[src/assert_macros.svh]
// Assertion macros shared by the files that check their own logic.
// Defining NO_ASSERTIONS leaves every use empty.
`ifndef ASSERT_MACROS_SVH
`define ASSERT_MACROS_SVH

`ifndef NO_ASSERTIONS
// The property holds at every clock edge outside reset.
`define TPP_ASSERT(lbl, clk, rstn, prop) \
  lbl: assert property (@(posedge clk) disable iff (!rstn) prop) \
    else $error("assertion failed");
// When the antecedent holds, the consequent holds in the next cycle.
`define TPP_ASSERT_NEXT(lbl, clk, rstn, ante, cons) \
  lbl: assert property (@(posedge clk) disable iff (!rstn) (ante) |=> (cons)) \
    else $error("assertion failed");
`else
`define TPP_ASSERT(lbl, clk, rstn, prop)
`define TPP_ASSERT_NEXT(lbl, clk, rstn, ante, cons)
`endif

`endif

[src/tpp_pkg.sv]
package tpp_pkg;

  localparam int FRAC_BITS = 16;
  localparam int POS_W     = 32;
  localparam int TIME_W    = 31;
  localparam int PROD_W    = 63;
  localparam int TERM_W    = PROD_W - FRAC_BITS;
  localparam int SUM_W     = TERM_W + 2;
  localparam int DIV_STAGES = TIME_W;

  typedef enum logic [1:0] {
    ST_OK           = 2'd0,
    ST_TOO_SMALL    = 2'd1,
    ST_TOO_LARGE    = 2'd2,
    ST_OUT_OF_RANGE = 2'd3
  } status_e;

  typedef enum logic [1:0] {
    CFG_START_POSITION = 2'd0,
    CFG_END_POSITION   = 2'd1,
    CFG_FINAL_TIME     = 2'd2,
    CFG_CRUISE_SPEED   = 2'd3
  } cfg_idx_e;

  // Settings and the values derived from them once per configuration.
  typedef struct packed {
    logic signed [POS_W-1:0] start_position;
    logic signed [POS_W-1:0] end_position;
    logic [TIME_W-1:0]       final_time;
    logic [TIME_W-1:0]       cruise_speed;
    status_e                 status;
    logic [TIME_W-1:0]       tc;
    logic signed [POS_W-1:0] tf_minus_tc;
    logic                    down;
  } cfg_t;

  // Per-request side information that travels along the pipeline.
  typedef struct packed {
    status_e           status;
    logic              from_end;
    logic              cruise;
    logic [TIME_W-1:0] x;
    logic [TERM_W-1:0] cterm;
  } meta_t;

  // Restoring divider word: partial remainder and the numerator bits still to
  // come, which are replaced from the bottom by quotient bits.
  typedef struct packed {
    logic [TIME_W-1:0] rem;
    logic [TIME_W-1:0] low;
    meta_t             meta;
  } div_word_t;

  // One restoring division step; returns the new remainder and shift word.
  function automatic logic [2*TIME_W-1:0] div_step(input logic [TIME_W-1:0] rem,
                                                   input logic [TIME_W-1:0] low,
                                                   input logic [TIME_W-1:0] d);
    logic [TIME_W:0] trial;
    logic [TIME_W:0] diff;
    trial = {rem, low[TIME_W-1]};
    diff  = trial - {1'b0, d};
    if (trial >= {1'b0, d}) begin
      div_step = {diff[TIME_W-1:0], low[TIME_W-2:0], 1'b1};
    end else begin
      div_step = {trial[TIME_W-1:0], low[TIME_W-2:0], 1'b0};
    end
  endfunction

endpackage

[src/tpp_div_stage.sv]
// One stage of the pipelined restoring divider: one quotient bit per stage.
module tpp_div_stage (
  input  logic                          clk_i,
  input  logic                          en_i,
  input  logic [tpp_pkg::TIME_W-1:0]    divisor_i,
  input  tpp_pkg::div_word_t            word_i,
  output tpp_pkg::div_word_t            word_o
);

  localparam int TW = tpp_pkg::TIME_W;

  tpp_pkg::div_word_t word_d, word_q;
  logic [2*TW-1:0] step;

  always_comb begin
    step        = tpp_pkg::div_step(word_i.rem, word_i.low, divisor_i);
    word_d      = word_i;
    word_d.rem  = step[2*TW-1:TW];
    word_d.low  = step[TW-1:0];
  end

  always_ff @(posedge clk_i) begin
    if (en_i) begin
      word_q <= word_d;
    end
  end

  assign word_o = word_q;

endmodule

[config.mk]
export PLATFORM = sky130hd
export DESIGN_NAME = tpp_div_stage
export DESIGN_NICKNAME = d
export VERILOG_FILES = /design/src/assert_macros.svh /design/src/tpp_pkg.sv /design/src/tpp_div_stage.sv
export SDC_FILE = /design/constraint.sdc
export NUM_CORES = 1
export LEC_CHECK = 0
export ABC_AREA = 1
export ABC_CLOCK_PERIOD_IN_PS = 3950
export BUFFER_PORTS_ARGS = -buffer_cell sky130_fd_sc_hd__clkbuf_2
export CAP_MARGIN = 20
export CELL_PAD_IN_SITES_DETAIL_PLACEMENT = 1
export CELL_PAD_IN_SITES_GLOBAL_PLACEMENT = 1
export CORE_UTILIZATION = 30
export CTS_CLUSTER_SIZE = 10
export DETAILED_ROUTE_END_ITERATION = 7
export MAX_ROUTING_LAYER = met4
export PLACE_DENSITY = 0.8
export SLEW_MARGIN = 20
export SYNTH_ARGS = -nofsm -noshare
export SYNTH_HDL_FRONTEND = slang
export SYNTH_SLANG_ARGS = --single-unit
export TNS_END_PERCENT = 10
[constraint.sdc]
create_clock -name clk_i -period 3.95 [get_ports clk_i]
set_input_delay 0.5925 -clock clk_i [delete_from_list [all_inputs] [get_ports clk_i]]
set_output_delay 0.5925 -clock clk_i [all_outputs]
set_load 0.005 [all_outputs]
==> flow_metrics.py <==
metrics = {
    "timing": {
        "final_period_minus_worst_setup_slack_ps": 2700,
        "worstMarginPinSlew_ps": 708,
        "holdWs_ps": 337,
        "timing.setup.tns_ps": 0,
        "report.final.slew_viol_count": 0,
        "setup_viol_count_final": 0,
        "post-route-period-util_pct": 68.4,
        "slew_headroom_pct": 52.8,
        "hold_violations": 0,
        "grt_setup_unrepaired": "no",
        "maxClockFrequency_mhz": 370,
        "setup_ws_final_ps": 1250,
    },
    "synthesis": {
        "synth_area_per_cell_um2": 9.36,
        "mappedNetlistNets": 982,
        "synthesis.instances": 773,
        "synthesis.area_um2": 7240,
        "synth.distinct_cells": 27,
        "synth.yosys.warnings": 0,
        "synth-seq-area-share_pct": 59.8,
        "ys_ff_latch": 144,
    },
    "routing": {
        "via_per_inst": 4.45,
        "route.detailed.drc": 0,
        "drt_iter0_drc": 306,
        "firstDrtPassIters": 4,
        "wl_per_cell_um": 17.8,
        "routed_wirelength_um": 25700,
        "detailroute.via_count": 6423,
        "antenna_left": 0,
    },
    "worst_setup_path": {
        "critical_path.max_stage_delay_ps": 410,
        "worst_path_most_repeated_cell": "sky130_fd_sc_hd__nand2_1",
        "path_delay_family": "simple AND/OR/NAND/NOR gates",
        "cp-start-kind": "input port",
        "crit_chain": "clkbuf_2 > inv_1 > ha_1 > fa_1 > inv_1 > nand2_1 > nand2_1 > nand3_1 > nand2_2 > nand2_1 > nand3_1 > nand2_1 > nand2_4 > inv_2 > nand2_1 > nand2_1",
        "critical_path.max_fanout": 29,
        "worst_setup_path_type": "in2reg",
        "worst-endpoint-arrival_ps": 2880,
        "setup.worst_path.end_class": "flip-flop",
        "worst_ep_required_time_ps": 4130,
        "worst_path_max_delay_cell": "sky130_fd_sc_hd__fa_1",
        "worst-path-buf-inv": 4,
    },
    "pwr": {
        "power-per-cell-area_nw_per_um2": 435,
        "static-leakage-power_nw": 5.13,
        "ir_worst_vdd_mv": 0.240,
    },
    "grt": {
        "grt.overflow.total": 0,
        "first_global_vias": 6670,
        "total_track_usage_pct": 21.3,
        "grt_max_degree": 70,
        "grt_antenna_before_repair": 1,
        "grt_pass1_wl_um": 37400,
    },
    "finish": {
        "nets": 1319,
        "final_layout_size_suffix_gt1_share_pct": 32.8,
        "mostFrequentLayoutCell": "sky130_fd_sc_hd__clkbuf_2",
        "synthToLayoutAreaGrowth_pct": 35.5,
        "final_cell_count_no_fill": 1442,
        "largest_reg_flops": 144,
        "mostFrequentLayoutCells": "sky130_fd_sc_hd__clkbuf_2 (319), sky130_fd_sc_hd__nand2_1 (292), sky130_fd_sc_hd__inv_1 (152)",
        "fin_area_um2": 9800,
    },
    "placed_design": {
        "gp_congestion": 0.895,
        "placedInstanceArea_um2": 9230,
        "dp_slack_ps": 867,
        "dpl.hpwl_um": 21000,
        "buffer_ports.inserted": 320,
        "count_of_placed_standard_cells_including_taps": 1410,
    },
    "hold_path": {
        "worst_hold_class": "in2reg",
    },
    "die": {
        "die-width_um": 157,
        "ioPinCount": 321,
        "site_row_count": 56,
        "placeableCoreArea_um2": 23500,
        "dieHeight_um": 157,
        "die-area_um2": 24700,
        "start_util_pct": 30.7,
    },
    "cts": {
        "clkTransAtPathRegs_ps": 70,
        "cts.sink_count": 144,
        "clockBufferDepth": 2,
        "htreeDepth": 4,
        "clock_tree_from_tritoncts": "yes",
        "cts-hold-fix-buffers": 0,
        "cts.repair_timing.setup_buffer_count": 0,
        "cts-root-buf": "sky130_fd_sc_hd__clkbuf_16",
        "inserted_clock_buffers": 17,
        "post_cts.resized_instances": 0,
    },
    "job": {
        "max_cap_violations": 0,
    },
    "run_status": {
        "run_status": "completed",
    },
}
-- cells in the mapped netlist (all sizes together) --
master	n	share of area, %
nand2	295	15
inv	155	8.0
edfxtp	144	60
nand3	43	3.0
nor2	42	2.5
ha	31	5.4
a21oi	17	1.2
xor2	13	1.6
nand4	7	0.61
buf	6	0.59
nor3	4	0.28
nand3b	3	0.31
o21ai	3	0.21
o21bai	3	0.31
or2	3	0.26
and2	1	0.087
and3	1	0.087
fa	1	0.28
xnor2	1	0.12
-- area by class of cell --
| type | instances | area, um2 |
|---|---|---|
| Antenna cell | 1 | 2.50 |
| Sequential cell | 144 | 4320 |
| Timing Repair Buffer | 324 | 1640 |
| Clock buffer | 17 | 425 |
| Fill cell | 2873 | 13700 |
| Tap cell | 319 | 399 |
| Multi-Input combinational cell | 468 | 2290 |
| Inverter | 155 | 582 |
| Clock inverter | 14 | 145 |
-- metrics by stage --
step	utilization [%]	total power [mW]
5_1_grt	41.6	4.46
4_1_cts	41.6	4.31
6_report	41.6	4.26
3_3_place_gp	39.2	2.68
3_5_place_dp	39.2	2.71
2_1_floorplan	-	2.29
-- final timing paths --
kind	startpoint	endpoint	slack [ps]	cells past startpoint
max	word_i[112]	word_o[129]$_DFFE_PP_	1250	16
min	word_i[73]	word_o[73]$_DFFE_PP_	340	1
-- routing by layer --
metal | part of all wire [%] | global-route usage [%] | vias to the layer above
met2 | 52 | 37.7 | 198
met1 | 38 | 22.4 | 3056
met5 | 0 | - | -
met3 | 6.7 | 5.09 | 41
li1 | - | - | 3128
met4 | 3.2 | 9.29 | 0
-- logic make-up (layout without fill, tap and decap cells) --
logic type,count (synthesis),count (layout),share of synthesized area [%]
other,0,1,0
buffers and inverters,161,510,8.63
DFF,144,144,59.8
and+or+nand+nor,399,399,22.5
adders and majority gates,32,32,5.64
AOI/OAI and AO/OA,23,23,1.75
xor gates and xnor gates,14,14,1.69
-- where the power goes --
part | switching, mW | internal, mW | total, mW
registers | 0.0469 | 1.86 | 1.90
clock network | 0.710 | 0.886 | 1.60
logic | 0.465 | 0.300 | 0.766
Note: power is estimated with default switching activity, not from simulation.
