**config.mk**
```make
export PLATFORM = sky130hd
export DESIGN_NAME = tpp_setup
export DESIGN_NICKNAME = d
export VERILOG_FILES = /design/src/assert_macros.svh /design/src/tpp_pkg.sv /design/src/tpp_setup.sv
export SDC_FILE = /design/constraint.sdc
export NUM_CORES = 2
export LEC_CHECK = 0
export BUFFER_PORTS_ARGS = -buffer_cell sky130_fd_sc_hd__buf_4
export CAP_MARGIN = 10
export CELL_PAD_IN_SITES_DETAIL_PLACEMENT = 1
export CELL_PAD_IN_SITES_GLOBAL_PLACEMENT = 1
export CORE_AREA = 2 2 308 615
export CTS_BUF_LIST = sky130_fd_sc_hd__clkbuf_4
export CTS_CLUSTER_SIZE = 25
export DETAILED_ROUTE_END_ITERATION = 8
export DIE_AREA = 0 0 310 617
export HOLD_SLACK_MARGIN = 0.12
export PLACE_DENSITY = 0.56
export SLEW_MARGIN = 25
export SYNTH_ARGS = -nofsm -noshare
export SYNTH_HDL_FRONTEND = slang
export SYNTH_SLANG_ARGS = --single-unit
```
**constraint.sdc**
```tcl
create_clock -name clk_i -period 11.8 [get_ports clk_i]
set_clock_uncertainty 0.05 [all_clocks]
set_input_delay 2.36 -clock clk_i [delete_from_list [all_inputs] [get_ports clk_i]]
set_output_delay 2.36 -clock clk_i [all_outputs]
set_load 0.1 [all_outputs]
```
**src/assert_macros.svh**
```systemverilog
// Assertion macros shared by the files that check their own logic.
// Defining NO_ASSERTIONS leaves every use empty.
`ifndef ASSERT_MACROS_SVH
`define ASSERT_MACROS_SVH

`ifndef NO_ASSERTIONS
// The property holds at every clock edge outside reset.
`define TPP_ASSERT(lbl, clk, rstn, prop) \
  lbl: assert property (@(posedge clk) disable iff (!rstn) prop) \
    else $error("assertion failed");
// When the antecedent holds, the consequent holds in the next cycle.
`define TPP_ASSERT_NEXT(lbl, clk, rstn, ante, cons) \
  lbl: assert property (@(posedge clk) disable iff (!rstn) (ante) |=> (cons)) \
    else $error("assertion failed");
`else
`define TPP_ASSERT(lbl, clk, rstn, prop)
`define TPP_ASSERT_NEXT(lbl, clk, rstn, ante, cons)
`endif

`endif

```
**src/tpp_pkg.sv**
```systemverilog
package tpp_pkg;

  localparam int FRAC_BITS = 16;
  localparam int POS_W     = 32;
  localparam int TIME_W    = 31;
  localparam int PROD_W    = 63;
  localparam int TERM_W    = PROD_W - FRAC_BITS;
  localparam int SUM_W     = TERM_W + 2;
  localparam int DIV_STAGES = TIME_W;

  typedef enum logic [1:0] {
    ST_OK           = 2'd0,
    ST_TOO_SMALL    = 2'd1,
    ST_TOO_LARGE    = 2'd2,
    ST_OUT_OF_RANGE = 2'd3
  } status_e;

  typedef enum logic [1:0] {
    CFG_START_POSITION = 2'd0,
    CFG_END_POSITION   = 2'd1,
    CFG_FINAL_TIME     = 2'd2,
    CFG_CRUISE_SPEED   = 2'd3
  } cfg_idx_e;

  // Settings and the values derived from them once per configuration.
  typedef struct packed {
    logic signed [POS_W-1:0] start_position;
    logic signed [POS_W-1:0] end_position;
    logic [TIME_W-1:0]       final_time;
    logic [TIME_W-1:0]       cruise_speed;
    status_e                 status;
    logic [TIME_W-1:0]       tc;
    logic signed [POS_W-1:0] tf_minus_tc;
    logic                    down;
  } cfg_t;

  // Per-request side information that travels along the pipeline.
  typedef struct packed {
    status_e           status;
    logic              from_end;
    logic              cruise;
    logic [TIME_W-1:0] x;
    logic [TERM_W-1:0] cterm;
  } meta_t;

  // Restoring divider word: partial remainder and the numerator bits still to
  // come, which are replaced from the bottom by quotient bits.
  typedef struct packed {
    logic [TIME_W-1:0] rem;
    logic [TIME_W-1:0] low;
    meta_t             meta;
  } div_word_t;

  // One restoring division step; returns the new remainder and shift word.
  function automatic logic [2*TIME_W-1:0] div_step(input logic [TIME_W-1:0] rem,
                                                   input logic [TIME_W-1:0] low,
                                                   input logic [TIME_W-1:0] d);
    logic [TIME_W:0] trial;
    logic [TIME_W:0] diff;
    trial = {rem, low[TIME_W-1]};
    diff  = trial - {1'b0, d};
    if (trial >= {1'b0, d}) begin
      div_step = {diff[TIME_W-1:0], low[TIME_W-2:0], 1'b1};
    end else begin
      div_step = {trial[TIME_W-1:0], low[TIME_W-2:0], 1'b0};
    end
  endfunction

endpackage

```
**src/tpp_setup.sv**
```systemverilog
// Holds the settings and derives the blend time after reset and after every write.
module tpp_setup (
  input  logic                         clk_i,
  input  logic                         rst_ni,
  input  logic                         cfg_we_i,
  input  logic [1:0]                   cfg_idx_i,
  input  logic [tpp_pkg::POS_W-1:0]    cfg_data_i,
  output tpp_pkg::cfg_t                cfg_o,
  output logic                         busy_o
);

  localparam int TW    = tpp_pkg::TIME_W;
  localparam int PW    = tpp_pkg::POS_W;
  localparam int CNT_W = $clog2(TW);

  typedef enum logic [4:0] {
    SU_IDLE = 5'b00001,
    SU_CALC = 5'b00010,
    SU_EVAL = 5'b00100,
    SU_DIV  = 5'b01000,
    SU_FIN  = 5'b10000
  } su_state_e;

  su_state_e state_q, state_d;
  logic [CNT_W-1:0] cnt_q;
  logic signed [PW-1:0] start_q, end_q;
  logic [TW-1:0] tf_q, v_q;
  logic [PW-1:0] dist_q;
  logic [2*TW-1:0] vt_q;
  logic [TW-1:0] rem_q, low_q, tc_q;
  logic signed [PW-1:0] tmt_q;
  logic down_q;
  tpp_pkg::status_e status_q;

  logic signed [PW:0] diff;
  logic [PW-1:0] dist_d;
  logic [tpp_pkg::PROD_W-1:0] scaled, vt_w, num;
  logic [2*TW-1:0] step;
  logic [PW:0] tmt_d;

  always_comb begin
    diff   = {end_q[PW-1], end_q} - {start_q[PW-1], start_q};
    dist_d = (diff < 0) ? PW'(-diff) : PW'(diff);
    scaled = tpp_pkg::PROD_W'({dist_q, {tpp_pkg::FRAC_BITS{1'b0}}});
    vt_w   = tpp_pkg::PROD_W'(vt_q);
    num    = vt_w - scaled + tpp_pkg::PROD_W'(v_q >> 1);
    step   = tpp_pkg::div_step(rem_q, low_q, v_q);
    tmt_d  = {2'b00, tf_q} - {2'b00, low_q};
  end

  always_comb begin
    state_d = state_q;
    unique case (state_q)
      SU_IDLE: state_d = SU_IDLE;
      SU_CALC: state_d = SU_EVAL;
      SU_EVAL: begin
        if (scaled >= vt_w || (scaled << 1) < vt_w) begin
          state_d = SU_FIN;
        end else begin
          state_d = SU_DIV;
        end
      end
      SU_DIV: begin
        if (cnt_q == CNT_W'(TW - 1)) begin
          state_d = SU_FIN;
        end
      end
      SU_FIN: state_d = SU_IDLE;
    endcase
    if (cfg_we_i) begin
      state_d = SU_CALC;
    end
  end

  always_ff @(posedge clk_i or negedge rst_ni) begin
    if (!rst_ni) begin
      state_q <= SU_CALC;
      cnt_q   <= '0;
      start_q <= '0;
      end_q   <= PW'(1) << tpp_pkg::FRAC_BITS;
      tf_q    <= TW'(1) << tpp_pkg::FRAC_BITS;
      v_q     <= (TW'(3) << tpp_pkg::FRAC_BITS) >> 1;
    end else begin
      state_q <= state_d;
      if (state_q == SU_DIV) begin
        cnt_q <= cnt_q + CNT_W'(1);
      end else begin
        cnt_q <= '0;
      end
      if (cfg_we_i) begin
        unique case (tpp_pkg::cfg_idx_e'(cfg_idx_i))
          tpp_pkg::CFG_START_POSITION: start_q <= cfg_data_i;
          tpp_pkg::CFG_END_POSITION:   end_q   <= cfg_data_i;
          tpp_pkg::CFG_FINAL_TIME:     tf_q    <= cfg_data_i[TW-1:0];
          tpp_pkg::CFG_CRUISE_SPEED:   v_q     <= cfg_data_i[TW-1:0];
        endcase
      end
    end
  end

  always_ff @(posedge clk_i) begin
    unique case (state_q)
      SU_CALC: begin
        dist_q <= dist_d;
        down_q <= diff < 0;
        vt_q   <= v_q * tf_q;
      end
      SU_EVAL: begin
        if (scaled >= vt_w) begin
          status_q <= tpp_pkg::ST_TOO_SMALL;
        end else if ((scaled << 1) < vt_w) begin
          status_q <= tpp_pkg::ST_TOO_LARGE;
        end else begin
          status_q <= tpp_pkg::ST_OK;
        end
        rem_q <= num[2*TW-1:TW];
        low_q <= num[TW-1:0];
      end
      SU_DIV: begin
        rem_q <= step[2*TW-1:TW];
        low_q <= step[TW-1:0];
      end
      SU_FIN: begin
        tc_q  <= (status_q == tpp_pkg::ST_OK) ? low_q : '0;
        tmt_q <= tmt_d[PW-1:0];
      end
      SU_IDLE: begin
      end
    endcase
  end

  always_comb begin
    cfg_o.start_position = start_q;
    cfg_o.end_position   = end_q;
    cfg_o.final_time     = tf_q;
    cfg_o.cruise_speed   = v_q;
    cfg_o.status         = status_q;
    cfg_o.tc             = tc_q;
    cfg_o.tf_minus_tc    = tmt_q;
    cfg_o.down           = down_q;
  end

  assign busy_o = (state_q != SU_IDLE);

endmodule

```
==> results <==
- The flow ran to the end, and the final reports show no timing, DRC or antenna violations.
- From left edge to right edge, the die measures 310 µm.
- The type of the worst min-delay path is flip-flop to flip-flop.
- The kind of cell with the highest combined delay on the critical path is adder cells.
- The time the worst path needs with I/O delays and setup is 9288 ps.
- The count of input and output buffers is 229.
- The detail route stage leaves a number of antenna-violating nets equal to 0.
- The slew at the pin closest to its max-slew limit is approximately 1100 ps.
- The floorplan step defined a die boundary enclosing 191300 µm².
- During synthesis, Yosys emitted a total of 0 warnings.
- In this run the standard cell core region covers 186900 µm².
- In this run the tightest slew margin relative to its limit is roughly 28%.
- In this design, the stage delay of the slowest critical-path cell is ~1100 ps.
- Together, buffers and inverters on the worst path number 4.
- Of the available clock period, the critical path in the final layout requires 78.71%.
- The global router's overall resource usage is 21.33%.
- Data arrives at the worst endpoint at about 10000 ps.
- After synthesis, the cell types taking the most area are sky130_fd_sc_hd__fa_1 31%, sky130_fd_sc_hd__edfxtp_1 12%, sky130_fd_sc_hd__ha_1 12%.
- The initialized floorplan defines 225 standard-cell rows.
- After synthesis, flip-flops and latches occupy 18.09% of the total area.
- The floorplan step set the die height to 617 µm.
- The tool flagged a number of max-cap violations equal to 0.
- The tree is rooted in a sky130_fd_sc_hd__clkbuf_4.
- TritonCTS built the clock tree.
- The via count of the first global-routing pass is around 46000.
- Dividing the detail-routed via count by the number of cells gives slightly below 5.
- The number of enable-type register cells in the synthesized netlist is 222.
- After legalization and detailed placement, the total HPWL measured between 150000 and 200000 µm.
- After technology mapping, the gate count stands at about 6000.
- At the end of routability-driven placement, the weighted congestion stood at 0.8943.
- The initial antenna violation count is 14.
- The sum of overflow across all layers after global routing is 0.
- The post-cts resize count is 0.
- The top flip-flop cell by instance count after synthesis is sky130_fd_sc_hd__edfxtp_1.
- The standard cell with the maximum stage delay on the critical path is sky130_fd_sc_hd__dfstp_2.
- The category of the critical setup timing path is flip-flop to flip-flop.
- In the routed design, unresolved DRC markers number 0.
- The final-report hold violation count is 0.
- After detailed routing, the total wire length is a little over 200000 µm.
- The number of clock sinks is 358.
- Clock-pin slew was measured on the worst setup and hold paths at 80 ps.
- Buffers inserted to repair hold after CTS numbered 0.
- The routed layout has between 40000 and 50000 vias.
- The worst setup path is captured at a flip-flop.
- The number of ports placed on the die boundary is 230.
- The count of different cell masters after synthesis is 91.
- For this block, the initial DRC count from the detailed router was 1890.
- Counting the fill cells in the layout gives 21821.
- Of all cell types, the one taking the most synthesized area is sky130_fd_sc_hd__fa_1.
- The final cell count without fillers is ~8700.
- In the synthesized netlist the async set-or-reset flop fraction comes to 37.99%.
- Along the worst path, the maximum fanout reaches 34.
- The wire length per cell is 23.08 µm.
- The number of synthesized register bits is 358.
- The tightest hold path in the finished design has a slack of 455.7 ps.
- When the netlist entered floorplanning its net count stood at 7389.
- The top cell type by area accounts for 30.70% of the synthesized area.
- The total negative slack for setup checks is 0 ps.
- Setup repair after global routing left no endpoint under its margin.
- For this run, the detailed router's first-pass iteration total came to 5.
- The area growth from synthesis to layout is 10.54%.
- The post-placement cell count is 8516.
- The commonest cells after synthesis are 1102 x sky130_fd_sc_hd__inv_1, 854 x sky130_fd_sc_hd__fa_1, 691 x sky130_fd_sc_hd__nand2_1, 517 x sky130_fd_sc_hd__ha_1, 500 x sky130_fd_sc_hd__and2_1.
- Setup violations remaining at the end of the flow were counted as 0.
- After the last flow step, the layout net total stands at between 7000 and 8000.
- The number of clock buffers added by TritonCTS is roughly 100.
- Once the clock tree was built, the setup fixing pass inserted 0 buffers.
- Summing every instance area after synthesis gives 55690 µm².
- A synthesized cell averages 9.310 µm².
- Entering global routing, the biggest net connects 65 pins.
- STA classifies the critical path startpoint as a flip-flop.
- Among all cell types in the netlist, the one instantiated most often is sky130_fd_sc_hd__inv_1.
- Static timing analysis puts the maximum clock frequency at around 0.11 GHz.
- The first-pass GRT wire length is 302600 µm.
- The longest clock path from root to sink contains 3 buffers.
- The clock latency on the worst-skew pair is 1130 ps.
- The cell type with the highest occurrence count on the critical path is sky130_fd_sc_hd__fa_1.
- The total count of max-transition violations in the final report is 0.
- The initial utilization of the core area, before any placement, comes to 29.79%.
- In this run the number of H-tree levels came out at 3.
- The required time at the worst-slack endpoint is ~13000 ps.
- The layout cell share with drive strength beyond 1 is 10.05%.
[per-stage QoR]
stage | area (µm²) | setup slack (ps) | util [%]
after floorplan | 55690 | 3345 | -
after global placement | 60160 | 2719 | 32.18
after detailed placement | 60160 | 2621 | 32.18
after CTS | 61530 | 2465 | 32.92
after global routing | 61550 | 2004 | 32.92
final | 61550 | 2512 | 32.93
[registers in the layout (all words and copies together) (netlist names)]
register and flops:
vt_q 62, dist_q 32, end_q 32, start_q 32, tmt_q 32, low_q 31
rem_q 31, tc_q 31, tf_q 31, v_q 31, cnt_q 5, state_q 5
status_q 2, down_q 1
[worst reg2reg max path, stage by stage (launching register included)]
cell and delay [ps]:
sky130_fd_sc_hd__dfstp_2 1130, sky130_fd_sc_hd__and2_1 260, sky130_fd_sc_hd__fa_1 440, sky130_fd_sc_hd__fa_1 490, sky130_fd_sc_hd__fa_1 510, sky130_fd_sc_hd__inv_1 50, sky130_fd_sc_hd__fa_1 470, sky130_fd_sc_hd__inv_1 50
sky130_fd_sc_hd__fa_1 480, sky130_fd_sc_hd__fa_1 520, sky130_fd_sc_hd__fa_1 490, sky130_fd_sc_hd__inv_1 50, sky130_fd_sc_hd__fa_1 470, sky130_fd_sc_hd__inv_1 50, sky130_fd_sc_hd__ha_1 450, sky130_fd_sc_hd__a21oi_1 200
sky130_fd_sc_hd__a21boi_1 160, sky130_fd_sc_hd__o21ai_0 130, sky130_fd_sc_hd__a2111oi_0 530, sky130_fd_sc_hd__o311ai_1 380, sky130_fd_sc_hd__a211oi_2 370, sky130_fd_sc_hd__o21bai_1 160, sky130_fd_sc_hd__a311o_1 400, sky130_fd_sc_hd__o211ai_2 260
sky130_fd_sc_hd__nand4_1 140, sky130_fd_sc_hd__a21oi_1 200, sky130_fd_sc_hd__xnor2_1 70
[layer usage]
metal	GRT usage [%]	routed length, µm	vias to the layer above
met1	28.32	89740	21908
met2	36.23	97670	843
li1	-	-	19313
met5	0	35	-
met4	6.209	5915	6
met3	2.484	7853	214
[layout make-up]
cell class | count | area [µm²] | area share [%]
Tap cell | 2497 | 3124 | 5.076
Inverter | 1104 | 4144 | 6.732
Timing Repair Buffer | 308 | 2316 | 3.763
Sequential cell | 358 | 10080 | 16.38
Clock buffer | 152 | 1141 | 1.854
Multi-Input combinational cell | 4249 | 40490 | 65.78
Antenna cell | 8 | 20.02 | 0.03252
Clock inverter | 41 | 235.2 | 0.3822
[cells in the final DEF, fill, tap and decap left out, drive strengths merged, types with 43 or more instances in the layout]
cell,count
xnor2,131
nor2b,44
dfrtp,131
nor3,61
inv,1106
nand3,51
a21o,138
nor2,186
xor2,83
ha,517
o21ai,227
a21oi,260
fa,854
clkbuf,152
nand4,43
and2,500
edfxtp,222
mux2,100
nand2,691
buf,308
[path summary, 6_finish.rpt]
path	startpoint	to	slack, ps	cells past startpoint
worst max-delay path	v_q[15]	vt_q[61]	2510	26
worst min-delay path	cnt_q[0]	cnt_q[0]	460	1
worst max register to register	v_q[15]	vt_q[61]	2510	26
worst min register to register	cnt_q[0]	cnt_q[0]	460	1
max in group asynchronous	rst_ni	v_q[30]	9350	2
min in group asynchronous	rst_ni	state_q[0]	1130	1
[logic make-up after synthesis]
group | after synthesis | synth area share (%)
AOI/OAI and AO/OA | 859 | 9.659
DFF | 358 | 18.09
adders and majority gates | 1371 | 42.32
xor gates and xnor gates | 214 | 3.366
muxes | 114 | 2.281
and+or+nand+nor | 1691 | 14.98
buffers and inverters | 1374 | 9.298
Power is left out: the tool's default activity adds up to more than one toggle a clock period on the data nets, which glitch-free logic cannot reach.
